$ cat config.mk
export PLATFORM = sky130hd
export DESIGN_NAME = indexed_block_allocator_top
export DESIGN_NICKNAME = d
export VERILOG_FILES = /design/src/hw/rtl/iba_pkg.sv /design/src/hw/rtl/iba_div.sv /design/src/hw/rtl/indexed_block_allocator_top.sv
export SDC_FILE = /design/constraint.sdc
export NUM_CORES = 1
export LEC_CHECK = 0
export BUFFER_PORTS_ARGS = -buffer_cell sky130_fd_sc_hd__buf_2
export CAP_MARGIN = 40
export CORE_UTILIZATION = 61
export DETAILED_ROUTE_END_ITERATION = 8
export PLACE_DENSITY = 0.85
export SYNTH_ARGS = -nofsm -noshare
export SYNTH_HDL_FRONTEND = slang
export SYNTH_SLANG_ARGS = --single-unit
$ cat constraint.sdc
create_clock -name clk -period 4.15 [get_ports clk]
set_input_delay 0.415 -clock clk [delete_from_list [all_inputs] [get_ports clk]]
set_output_delay 0.415 -clock clk [all_outputs]
set_load 0.01 [all_outputs]
$ cat src/hw/rtl/iba_pkg.sv
`timescale 1ns / 1ps
`default_nettype none
// ----------------------------------------------------------------------------
// iba_pkg
// Shared types, widths and codes for the indexed block allocator.
// ----------------------------------------------------------------------------
package iba_pkg;

  localparam int DISK_BLOCKS  = 32;
  localparam int BLK_W        = $clog2(DISK_BLOCKS);
  localparam int CNT_W        = $clog2(DISK_BLOCKS + 1);
  localparam int RESULT_LIMIT = 32;

  localparam int BB_W         = 16;
  localparam int BYTES_W      = 20;
  localparam int IDX_W        = 5;
  localparam int FILE_W       = 16;
  localparam int BLKNUM_W     = 5;
  localparam int PART_W       = 6;
  localparam int STATUS_W     = 2;

  // numerator is bytes + divisor - 1, one bit wider than the byte count
  localparam int NUM_W        = BYTES_W + 1;
  localparam int STEP_W       = $clog2(NUM_W);

  localparam logic [BB_W-1:0] BLOCK_BYTES_RESET = BB_W'(512);

  localparam logic ACT_FREE  = 1'b0;
  localparam logic ACT_ALLOC = 1'b1;

  typedef enum logic [STATUS_W-1:0] {
    STAT_ALLOC = 2'd0,
    STAT_FAIL  = 2'd1,
    STAT_FREED = 2'd2,
    STAT_EMPTY = 2'd3
  } status_t;

  typedef enum logic [1:0] {
    ST_IDLE,
    ST_DIV,
    ST_CHECK,
    ST_EMIT
  } state_t;

  typedef struct packed {
    logic             done;
    logic [NUM_W-1:0] quotient;
  } div_res_t;

endpackage
`default_nettype wire

$ cat src/hw/rtl/iba_div.sv
`timescale 1ns / 1ps
`default_nettype none
// ----------------------------------------------------------------------------
// iba_div
// Restoring divider, one quotient bit per cycle through one shared subtractor.
// ----------------------------------------------------------------------------
module iba_div
  import iba_pkg::*;
(
  input  wire logic             clk,
  input  wire logic             rst_n,
  input  wire logic             start,
  input  wire logic [NUM_W-1:0] num,
  input  wire logic [BB_W-1:0]  den,
  output div_res_t              res
);

  logic              busy_r, busy_nxt;
  logic              done_r, done_nxt;
  logic [STEP_W-1:0] step_r, step_nxt;
  logic [BB_W-1:0]   den_r, den_nxt;
  logic [BB_W-1:0]   rem_r, rem_nxt;
  logic [NUM_W-1:0]  quo_r, quo_nxt;

  logic [BB_W:0]     trial;
  logic [BB_W+1:0]   diff;
  logic              ge;

  assign trial = {rem_r, quo_r[NUM_W-1]};
  assign diff  = {1'b0, trial} - {2'b00, den_r};
  assign ge    = ~diff[BB_W+1];

  always_comb begin
    busy_nxt = busy_r;
    done_nxt = 1'b0;
    step_nxt = step_r;
    den_nxt  = den_r;
    rem_nxt  = rem_r;
    quo_nxt  = quo_r;
    if (start) begin
      busy_nxt = 1'b1;
      step_nxt = '0;
      den_nxt  = den;
      rem_nxt  = '0;
      quo_nxt  = num;
    end else if (busy_r) begin
      rem_nxt  = ge ? diff[BB_W-1:0] : trial[BB_W-1:0];
      quo_nxt  = {quo_r[NUM_W-2:0], ge};
      step_nxt = step_r + STEP_W'(1);
      if (step_r == STEP_W'(NUM_W - 1)) begin
        busy_nxt = 1'b0;
        done_nxt = 1'b1;
      end
    end
  end

  always_ff @(posedge clk) begin
    if (!rst_n) begin
      busy_r <= 1'b0;
      done_r <= 1'b0;
    end else begin
      busy_r <= busy_nxt;
      done_r <= done_nxt;
    end
    step_r <= step_nxt;
    den_r  <= den_nxt;
    rem_r  <= rem_nxt;
    quo_r  <= quo_nxt;
  end

  assign res.done     = done_r;
  assign res.quotient = quo_r;

endmodule
`default_nettype wire

$ cat src/hw/rtl/indexed_block_allocator_top.sv
`timescale 1ns / 1ps
`default_nettype none
// ----------------------------------------------------------------------------
// indexed_block_allocator_top
// First-fit block allocator over a free bitmap with per-block result stream.
// ----------------------------------------------------------------------------
// A mark-free transaction or a zero-size allocation is answered with one
// result straight from idle. A sized allocation first runs the serial ceiling
// division in the divider, one quotient bit at a time, then checks the block
// count against the free count and the result limit, then scans the free
// bitmap one block per cycle while the output is not stalled, up to the
// highest block it claims. The input is not ready while an allocation is in
// progress. block_bytes should only be written while idle; a value of zero
// divides as one.
module indexed_block_allocator_top
  import iba_pkg::*;
(
  input  wire logic        clk,
  input  wire logic        rst_n,
  // input: tdata = block_index[4:0], file_bytes[24:5], zero fill
  input  wire logic        in_tvalid,
  output logic             in_tready,
  input  wire logic [31:0] in_tdata,
  input  wire logic        in_tuser,   // action
  // result: tdata = status[1:0], file_number[17:2], block_number[22:18],
  //         partition_number[28:23], zero fill
  output logic             out_tvalid,
  input  wire logic        out_tready,
  output logic [31:0]      out_tdata,
  output logic             out_tlast,
  // block size register
  input  wire logic        cfg_valid,
  output logic             cfg_ready,
  input  wire logic [15:0] cfg_data
);

  state_t                 state_r, state_nxt;
  logic [BB_W-1:0]        bb_r, bb_nxt;
  logic [DISK_BLOCKS-1:0] map_r, map_nxt;
  logic [CNT_W-1:0]       free_cnt_r, free_cnt_nxt;
  logic [FILE_W-1:0]      file_r, file_nxt;
  logic [PART_W-1:0]      parts_r, parts_nxt;
  logic [PART_W-1:0]      k_r, k_nxt;
  logic [BLK_W-1:0]       j_r, j_nxt;

  logic                   out_valid_r, out_valid_nxt;
  status_t                out_status_r, out_status_nxt;
  logic [FILE_W-1:0]      out_file_r, out_file_nxt;
  logic [BLKNUM_W-1:0]    out_block_r, out_block_nxt;
  logic [PART_W-1:0]      out_part_r, out_part_nxt;
  logic                   out_last_r, out_last_nxt;

  logic [IDX_W-1:0]       in_idx;
  logic [BYTES_W-1:0]     in_bytes;
  logic                   in_fire;
  logic                   slot_free;
  logic [BB_W-1:0]        den;
  logic [NUM_W-1:0]       num;
  logic [DISK_BLOCKS-1:0] idx_mask;
  logic                   div_start;
  div_res_t               div_res;
  logic                   fail;
  logic [PART_W-1:0]      k_inc;

  assign in_idx    = in_tdata[IDX_W-1:0];
  assign in_bytes  = in_tdata[IDX_W+BYTES_W-1:IDX_W];
  assign slot_free = ~out_valid_r | out_tready;
  assign in_tready = (state_r == ST_IDLE) & slot_free;
  assign in_fire   = in_tvalid & in_tready;
  assign cfg_ready = 1'b1;

  assign den      = (bb_r == '0) ? BB_W'(1) : bb_r;
  assign num      = NUM_W'(in_bytes) + NUM_W'(den) - NUM_W'(1);
  assign idx_mask = DISK_BLOCKS'(1) << in_idx;
  assign fail     = (div_res.quotient > NUM_W'(RESULT_LIMIT)) ||
                    (div_res.quotient > NUM_W'(free_cnt_r));
  assign k_inc    = k_r + PART_W'(1);

  iba_div u_div (
    .clk   (clk),
    .rst_n (rst_n),
    .start (div_start),
    .num   (num),
    .den   (den),
    .res   (div_res)
  );

  always_comb begin
    state_nxt      = state_r;
    bb_nxt         = bb_r;
    map_nxt        = map_r;
    free_cnt_nxt   = free_cnt_r;
    file_nxt       = file_r;
    parts_nxt      = parts_r;
    k_nxt          = k_r;
    j_nxt          = j_r;
    out_valid_nxt  = out_valid_r & ~out_tready;
    out_status_nxt = out_status_r;
    out_file_nxt   = out_file_r;
    out_block_nxt  = out_block_r;
    out_part_nxt   = out_part_r;
    out_last_nxt   = out_last_r;
    div_start      = 1'b0;

    if (cfg_valid) begin
      bb_nxt = cfg_data;
    end

    case (state_r)
      ST_IDLE: begin
        if (in_fire) begin
          if (in_tuser == ACT_FREE) begin
            if (32'(in_idx) < DISK_BLOCKS) begin
              map_nxt = map_r | idx_mask;
              if ((map_r & idx_mask) == '0) begin
                free_cnt_nxt = free_cnt_r + CNT_W'(1);
              end
              out_valid_nxt  = 1'b1;
              out_status_nxt = STAT_FREED;
              out_file_nxt   = '0;
              out_block_nxt  = BLKNUM_W'(in_idx);
              out_part_nxt   = '0;
              out_last_nxt   = 1'b1;
            end
          end else if (in_bytes == '0) begin
            out_valid_nxt  = 1'b1;
            out_status_nxt = STAT_EMPTY;
            out_file_nxt   = file_r;
            out_block_nxt  = '0;
            out_part_nxt   = '0;
            out_last_nxt   = 1'b1;
            file_nxt       = file_r + FILE_W'(1);
          end else begin
            div_start = 1'b1;
            state_nxt = ST_DIV;
          end
        end
      end
      ST_DIV: begin
        if (div_res.done) begin
          state_nxt = ST_CHECK;
        end
      end
      ST_CHECK: begin
        if (fail) begin
          if (slot_free) begin
            out_valid_nxt  = 1'b1;
            out_status_nxt = STAT_FAIL;
            out_file_nxt   = file_r;
            out_block_nxt  = '0;
            out_part_nxt   = '0;
            out_last_nxt   = 1'b1;
            state_nxt      = ST_IDLE;
          end
        end else begin
          parts_nxt = div_res.quotient[PART_W-1:0];
          k_nxt     = '0;
          j_nxt     = '0;
          state_nxt = ST_EMIT;
        end
      end
      ST_EMIT: begin
        if (map_r[j_r]) begin
          if (slot_free) begin
            out_valid_nxt  = 1'b1;
            out_status_nxt = STAT_ALLOC;
            out_file_nxt   = file_r;
            out_block_nxt  = BLKNUM_W'(j_r);
            out_part_nxt   = k_inc;
            out_last_nxt   = (k_inc == parts_r);
            map_nxt        = map_r & ~(DISK_BLOCKS'(1) << j_r);
            k_nxt          = k_inc;
            j_nxt          = j_r + BLK_W'(1);
            if (k_inc == parts_r) begin
              file_nxt     = file_r + FILE_W'(1);
              free_cnt_nxt = free_cnt_r - CNT_W'(parts_r);
              state_nxt    = ST_IDLE;
            end
          end
        end else begin
          j_nxt = j_r + BLK_W'(1);
        end
      end
      default: begin
        state_nxt = ST_IDLE;
      end
    endcase
  end

  always_ff @(posedge clk) begin
    if (!rst_n) begin
      state_r     <= ST_IDLE;
      bb_r        <= BLOCK_BYTES_RESET;
      map_r       <= '0;
      free_cnt_r  <= '0;
      file_r      <= '0;
      out_valid_r <= 1'b0;
    end else begin
      state_r     <= state_nxt;
      bb_r        <= bb_nxt;
      map_r       <= map_nxt;
      free_cnt_r  <= free_cnt_nxt;
      file_r      <= file_nxt;
      out_valid_r <= out_valid_nxt;
    end
    parts_r      <= parts_nxt;
    k_r          <= k_nxt;
    j_r          <= j_nxt;
    out_status_r <= out_status_nxt;
    out_file_r   <= out_file_nxt;
    out_block_r  <= out_block_nxt;
    out_part_r   <= out_part_nxt;
    out_last_r   <= out_last_nxt;
  end

  assign out_tvalid = out_valid_r;
  assign out_tlast  = out_last_r;
  assign out_tdata  = {3'b000, out_part_r, out_block_r, out_file_r, out_status_r};

endmodule
`default_nettype wire

==> run summary, run 1 <==
1st-iter DRT viols -> 1,048
Crit. End Element -> flip-flop
Tightest Pin Transition -> 0.906 ns
post-CTS sizing -> 0
Overall Power -> 0.00624 W
Buffers on Ports -> 78
Compound-Gate Fraction of Synth Area -> 0.154
status -> finished clean
worst vdd ir -> 0.000357 V
Synth Instances -> 1,242
number of remaining DRC errors -> 0
DR pass1 iterations -> 6
post-synthesis mux area share -> 0.0455
core box area -> 0.0180 mm²
sequential share of the synthesized area -> 0.394
sinks on the clock net -> 180
Final Setup Violations -> 0
Critical Path AT -> 3.86 ns
CP max stage delay -> 0.42 ns
Top delay family on crit path -> compound AO/OA/AOI/OAI gates
CP Buf/Inv Count -> 2
GP Congestion -> 1.00
kind of critical path -> flip-flop to flip-flop
f_max -> 0.271 GHz
Post-synth top flop -> dfxtp_1
max cap viols -> 0
main combinational cell family by area after synthesis -> simple AND/OR/NAND/NOR gates
Final Util -> 0.689
Final #Nets -> 1,413
PwrDens -> 502 mW/mm²
largest net degree at the start of global routing -> 57
initial antenna violation count -> 0
routed wire length -> 26,500 µm
Yosys top cell area share -> 0.224
share of layout cells above drive strength 1 -> 0.122
Async SR Flop Fraction -> 0
Starting Density -> 0.626
Synth Area in Simple Gates -> 0.202
Antenna diodes -> 0
worst clock skew -> 0.0142 ns
synthesized flop and latch total -> 180
Critical Path Fanout Max -> 4
Hold WS -> 0.207 ns
Antenna Violating Nets Remaining -> 0
clock transition at the registers of the reported paths -> 0.07 ns
first-pass GRT wire length -> 42,500 µm
r2r setup slk -> 0.47 ns
vias in the first global route -> 8,715
Critical-path top delay cell -> o41ai_1
Cell Rows -> 49
CTS Buf Count -> 17
Cell Count, Final, Fillers Out -> 1,520
worst hold path class -> primary input to flip-flop
DP Wirelength -> 18,500 µm
Final Slew Violations -> 0
YS warnings -> 0
Synth Area in XOR/XNOR -> 0.0393
GR Util All Layers -> 0.289
adder-cell share of the synthesized area -> 0.0918
CTS Buffer Depth -> 2
top-count cell post-synth -> inv_1
Yosys cell types -> 81
ranking of synthesized cells by area -> edfxtp_1, dfxtp_1, ha_1
endpoints failing hold -> 0
area leader, netlist -> edfxtp_1
Final Cycle Share -> 0.888
post-synthesis cell area -> 0.0113 mm²
placed insts -> 1,488
CP cell instances -> nor4_1 > a41oi_1 > ha_1 > inv_1 > ha_1 > inv_1 > fa_1 > nand2b_1 > a21oi_1 > o21ai_0 > a31oi_1 > a211oi_1 > o41ai_1 > xor2_1 > o21ai_0
Final TNS setup -> 0 ns
total die area -> 0.0190 mm²
Final min period -> 3.68 ns
synthesis-to-layout area growth -> 10.2%
post-CTS setup buffer count -> 0
Hold Buf Count CTS -> 0
Root Driver -> clkbuf_16
die height -> 138 µm
Leak Pwr -> 5.21 nW
routed len/inst -> 17.4 µm
worst-skew pair later-pin latency -> 0.45 ns
Worst Path Required -> 4.32 ns
die width -> 138 µm
CTS tree -> built
number of flops mapped to enable cells by yosys -> 84
Setup crit start kind -> flip-flop
Synth top cells by count -> inv_1, dfxtp_1, nand2_1
unrepaired setup endpoints after global routing -> no
Avg Cell Area, Syn -> 9.08 µm²
via count -> 9,335
Rel. slew slack -> 0.394
grt ovf -> 0
H-tree levels -> 4
Via density -> 6.14
io pins -> 90
==> kinds of logic (layout without fill, tap and decap cells) <==
| kind of cell | Yosys count | in the layout |
|---|---|---|
| adders and majority gates | 81 | 81 |
| muxes | 43 | 43 |
| other | 2 | 4 |
| xor gates and xnor gates | 49 | 49 |
| DFF | 180 | 180 |
| buffers and inverters | 211 | 258 |
| AOI/OAI and AO/OA | 259 | 259 |
| and+or+nand+nor | 417 | 417 |
==> worst min-delay path, stage by stage <==
cell,delay [ns]
buf_2,0.08
nand2_1,0.05
o211ai_1,0.07
==> flip-flops by register name (all words and copies together), names as in the netlist <==
name          cells
state_r           2
parts_r           6
map_r            32
u_div.done_r      1
u_div.step_r      5
out_part_r        6
k_r               6
u_div.quo_r      21
out_block_r       5
file_r           16
u_div.busy_r      1
u_div.den_r      16
j_r               5
out_tvalid        1
free_cnt_r        6
out_file_r       16
out_status_r      2
out_tlast         1
bb_r             16
u_div.rem_r      16
==> placed cells by master, fill, tap and decap left out, types with 17 or more instances in the layout <==
cell type	synthesis	layout
a21oi_1	47	47
a31oi_1	18	18
and2_1	23	23
and3_1	22	22
buf_2	2	78
buf_4	6	17
clkbuf_16	0	18
dfxtp_1	96	96
edfxtp_1	84	84
ha_1	78	78
inv_1	128	128
mux2i_1	31	31
nand2_1	92	92
nand2b_1	25	25
nand3_1	46	46
nor2_1	44	44
nor2b_1	57	57
nor3_1	33	32
o21ai_0	70	70
xnor2_1	28	28
xor2_1	20	20
==> where the power goes <==
| part | switching (W) | internal (W) | total (W) |
|---|---|---|---|
| registers | 0.000191 | 0.00225 | 0.00244 |
| logic | 0.00127 | 0.000807 | 0.00208 |
| clock network | 0.000764 | 0.000953 | 0.00172 |
==> per-stage QoR <==
stage / setup slack (ns) / cell area, µm²
global route: 0.181 / 12400
floorplan: 0.879 / 11300
finish: 0.466 / 12400
detailed placement: 0.531 / 11800
global placement: 0.620 / 11800
CTS: 0.465 / 12400
==> layer usage <==
metal,GRT usage,part of all wire
met1,0.362,0.42
met2,0.481,0.48
met3,0.0552,0.077
met4,0.129,0.031
met5,0,0
==> path summary, 6_finish.rpt <==
kind	end	startpoint	depth (start not counted)
max reg2reg	u_div.quo_r[19]$_DFFE_PP_	bb_r[7]$_SDFFE_PN0P_	15
min reg2reg	u_div.den_r[9]$_DFFE_PP_	bb_r[9]$_SDFFE_PN1P_	0
max	u_div.quo_r[19]$_DFFE_PP_	bb_r[7]$_SDFFE_PN0P_	15
min	bb_r[9]$_SDFFE_PN1P_	cfg_data[9]	3
==> cell type report <==
type | count | area, µm²
fill | 1324 | 5600
timing repair buffer | 97 | 549
multi-input combinational | 853 | 6020
tap | 229 | 287
inverter | 129 | 484
clock buffer | 18 | 450
clock inverter | 14 | 188
sequential | 180 | 4440
Power figures use the tool's default switching activity.
==> run 2, diff against run 1 <==
--- a/config.mk
+++ b/config.mk
@@ -8,8 +8,9 @@
 export BUFFER_PORTS_ARGS = -buffer_cell sky130_fd_sc_hd__buf_2
 export CAP_MARGIN = 40
 export CORE_UTILIZATION = 61
+export CTS_BUF_LIST = sky130_fd_sc_hd__clkbuf_16
 export DETAILED_ROUTE_END_ITERATION = 8
-export PLACE_DENSITY = 0.85
+export PLACE_DENSITY = 0.81
 export SYNTH_ARGS = -nofsm -noshare
 export SYNTH_HDL_FRONTEND = slang
 export SYNTH_SLANG_ARGS = --single-unit
==> run summary, run 2 (synthesized netlist as in run 1, its figures left out) <==
number of remaining DRC errors -> 0 (unchanged)
Hold Buf Count CTS -> 0 (unchanged)
Final min period -> 3.62 ns (-0.0604 ns)
sinks on the clock net -> 180 (unchanged)
routed len/inst -> 16.9 µm (-3.0%)
endpoints failing hold -> 0 (unchanged)
routed wire length -> 25,600 µm (-3.2%)
max cap viols -> 0 (unchanged)
Cell Rows -> 49 (unchanged)
Final TNS setup -> 0 ns (unchanged)
CP Buf/Inv Count -> 2 (unchanged)
worst-skew pair later-pin latency -> 0.44 ns (about the same)
initial antenna violation count -> 0 (unchanged)
Crit. End Element -> flip-flop
Tightest Pin Transition -> 0.881 ns (-0.0247 ns)
Root Driver -> clkbuf_16
worst vdd ir -> 0.000360 V (+0.87%)
clock transition at the registers of the reported paths -> 0.07 ns (about the same)
CP cell instances -> nor4_1 > a41oi_1 > ha_1 > inv_1 > ha_1 > inv_1 > fa_1 > nand2b_1 > a21oi_1 > o21ai_0 > a31oi_1 > a211oi_1 > o41ai_1 > xor2_1 > o21ai_0
total die area -> 0.0190 mm² (unchanged)
Via density -> 6.04 (-1.7%)
most common cell after layout, fill and taps aside -> inv_1
area occupied by multi-input gates -> 0.00602 mm² (unchanged)
status -> finished clean
Final Cycle Share -> 0.873 (-0.0146)
Antenna Violating Nets Remaining -> 0 (unchanged)
Buffers on Ports -> 78 (unchanged)
max reg flops -> 32 (unchanged)
Critical Path AT -> 3.79 ns (-0.07 ns)
1st-iter DRT viols -> 880 (-16%)
unrepaired setup endpoints after global routing -> no
worst clock skew -> 0.0109 ns (-0.00324 ns)
grt ovf -> 0 (unchanged)
Antenna diodes -> 0 (unchanged)
GR Util All Layers -> 0.278 (-0.0106)
die width -> 138 µm (unchanged)
Setup crit start kind -> flip-flop
H-tree levels -> 4 (unchanged)
io pins -> 90 (unchanged)
first-pass GRT wire length -> 41,300 µm (-3.0%)
Overall Power -> 0.00606 W (-2.8%)
kind of critical path -> flip-flop to flip-flop
DP Wirelength -> 18,100 µm (-2.2%)
Critical-path top delay cell -> o41ai_1
Final Slew Violations -> 0 (unchanged)
Final Setup Violations -> 0 (unchanged)
DR pass1 iterations -> 8 (+2)
f_max -> 0.276 GHz (+1.7%)
worst hold path class -> primary input to flip-flop
core box area -> 0.0180 mm² (unchanged)
CTS Buf Count -> 17 (unchanged)
Starting Density -> 0.626 (unchanged)
CP max stage delay -> 0.42 ns (about the same)
FF/Latch Area -> 0.00444 mm² (unchanged)
biggest regs -> map_r: 32 flops, u_div.quo_r: 21 flops
CTS tree -> built
share of layout cells above drive strength 1 -> 0.118 (-0.00351)
vias in the first global route -> 8,501 (-2.5%)
Rel. slew slack -> 0.412 (+0.0180)
PwrDens -> 492 mW/mm² (-2.0%)
post-CTS setup buffer count -> 0 (unchanged)
Top delay family on crit path -> compound AO/OA/AOI/OAI gates
via count -> 9,152 (-2.0%)
Worst Path Required -> 4.31 ns (about the same)
largest net degree at the start of global routing -> 57 (unchanged)
Final #Nets -> 1,409 (-0.28%)
Critical Path Fanout Max -> 4 (unchanged)
CTS Buffer Depth -> 2 (unchanged)
Filler Cell Count -> 1,434 (+8.3%)
die height -> 138 µm (unchanged)
synthesis-to-layout area growth -> 9.26%
GP Congestion -> 0.972 (-2.8%)
Leak Pwr -> 5.16 nW (-0.95%)
register bank with the most flops -> map_r
post-CTS sizing -> 0 (unchanged)
commonest cells after routing, fill and taps aside -> inv_1, dfxtp_1, nand2_1, edfxtp_1
run 2: cell type report:
type / instances / share of cell area
multi-input combinational: 853 / 0.489
tap: 229 / 0.0232
clock inverter: 15 / 0.0115
clock buffer: 17 / 0.0345
inverter: 129 / 0.0393
timing repair buffer: 93 / 0.0421
sequential: 180 / 0.361
run 2: power by group:
| part | total [W] | switching (W) | internal [W] |
|---|---|---|---|
| Combinational | 0.00205 | 0.00124 | 0.000804 |
| Sequential | 0.00245 | 0.000197 | 0.00225 |
| Clock | 0.00157 | 0.000773 | 0.000797 |
run 2: worst min-delay path, cell delays in order:
cell	delay, ns
buf_2	0.07
nand2_1	0.04
o211ai_1	0.06
run 2: through the flow:
stage	std cells	utilization	setup slack [ns]	hold slack [ns]	cell area, µm²
5_1_grt	1516	0.684	0.251	0.208	12300
2_1_floorplan	1244	-	0.879	0.441	11300
6_report	1516	0.684	0.527	0.193	12300
3_3_place_gp	1482	0.651	0.597	0.440	11700
4_1_cts	1516	0.684	0.498	0.176	12300
3_5_place_dp	1484	0.652	0.519	0.457	11800
run 2: worst paths after layout:
| path | startpoint | end | slack, ns | cells past startpoint |
|---|---|---|---|---|
| max | bb_r[7]$_SDFFE_PN0P_ | u_div.quo_r[19]$_DFFE_PP_ | 0.53 | 15 |
| min | cfg_data[9] | bb_r[9]$_SDFFE_PN1P_ | 0.19 | 3 |
| max reg2reg | bb_r[7]$_SDFFE_PN0P_ | u_div.quo_r[19]$_DFFE_PP_ | 0.53 | 15 |
| min reg2reg | file_r[15]$_SDFFE_PN0P_ | file_r[15]$_SDFFE_PN0P_ | 0.47 | 2 |
run 2: routing by layer:
| metal | global-route usage | routed length (µm) | part of all wire | vias to the layer above |
|---|---|---|---|---|
| li1 | - | - | - | 4445 |
| met1 | 0.361 | 11200 | 0.44 | 4266 |
| met2 | 0.452 | 11900 | 0.46 | 374 |
| met3 | 0.0570 | 1790 | 0.070 | 67 |
| met4 | 0.112 | 780 | 0.030 | 0 |
| met5 | 0 | 0 | 0 | - |
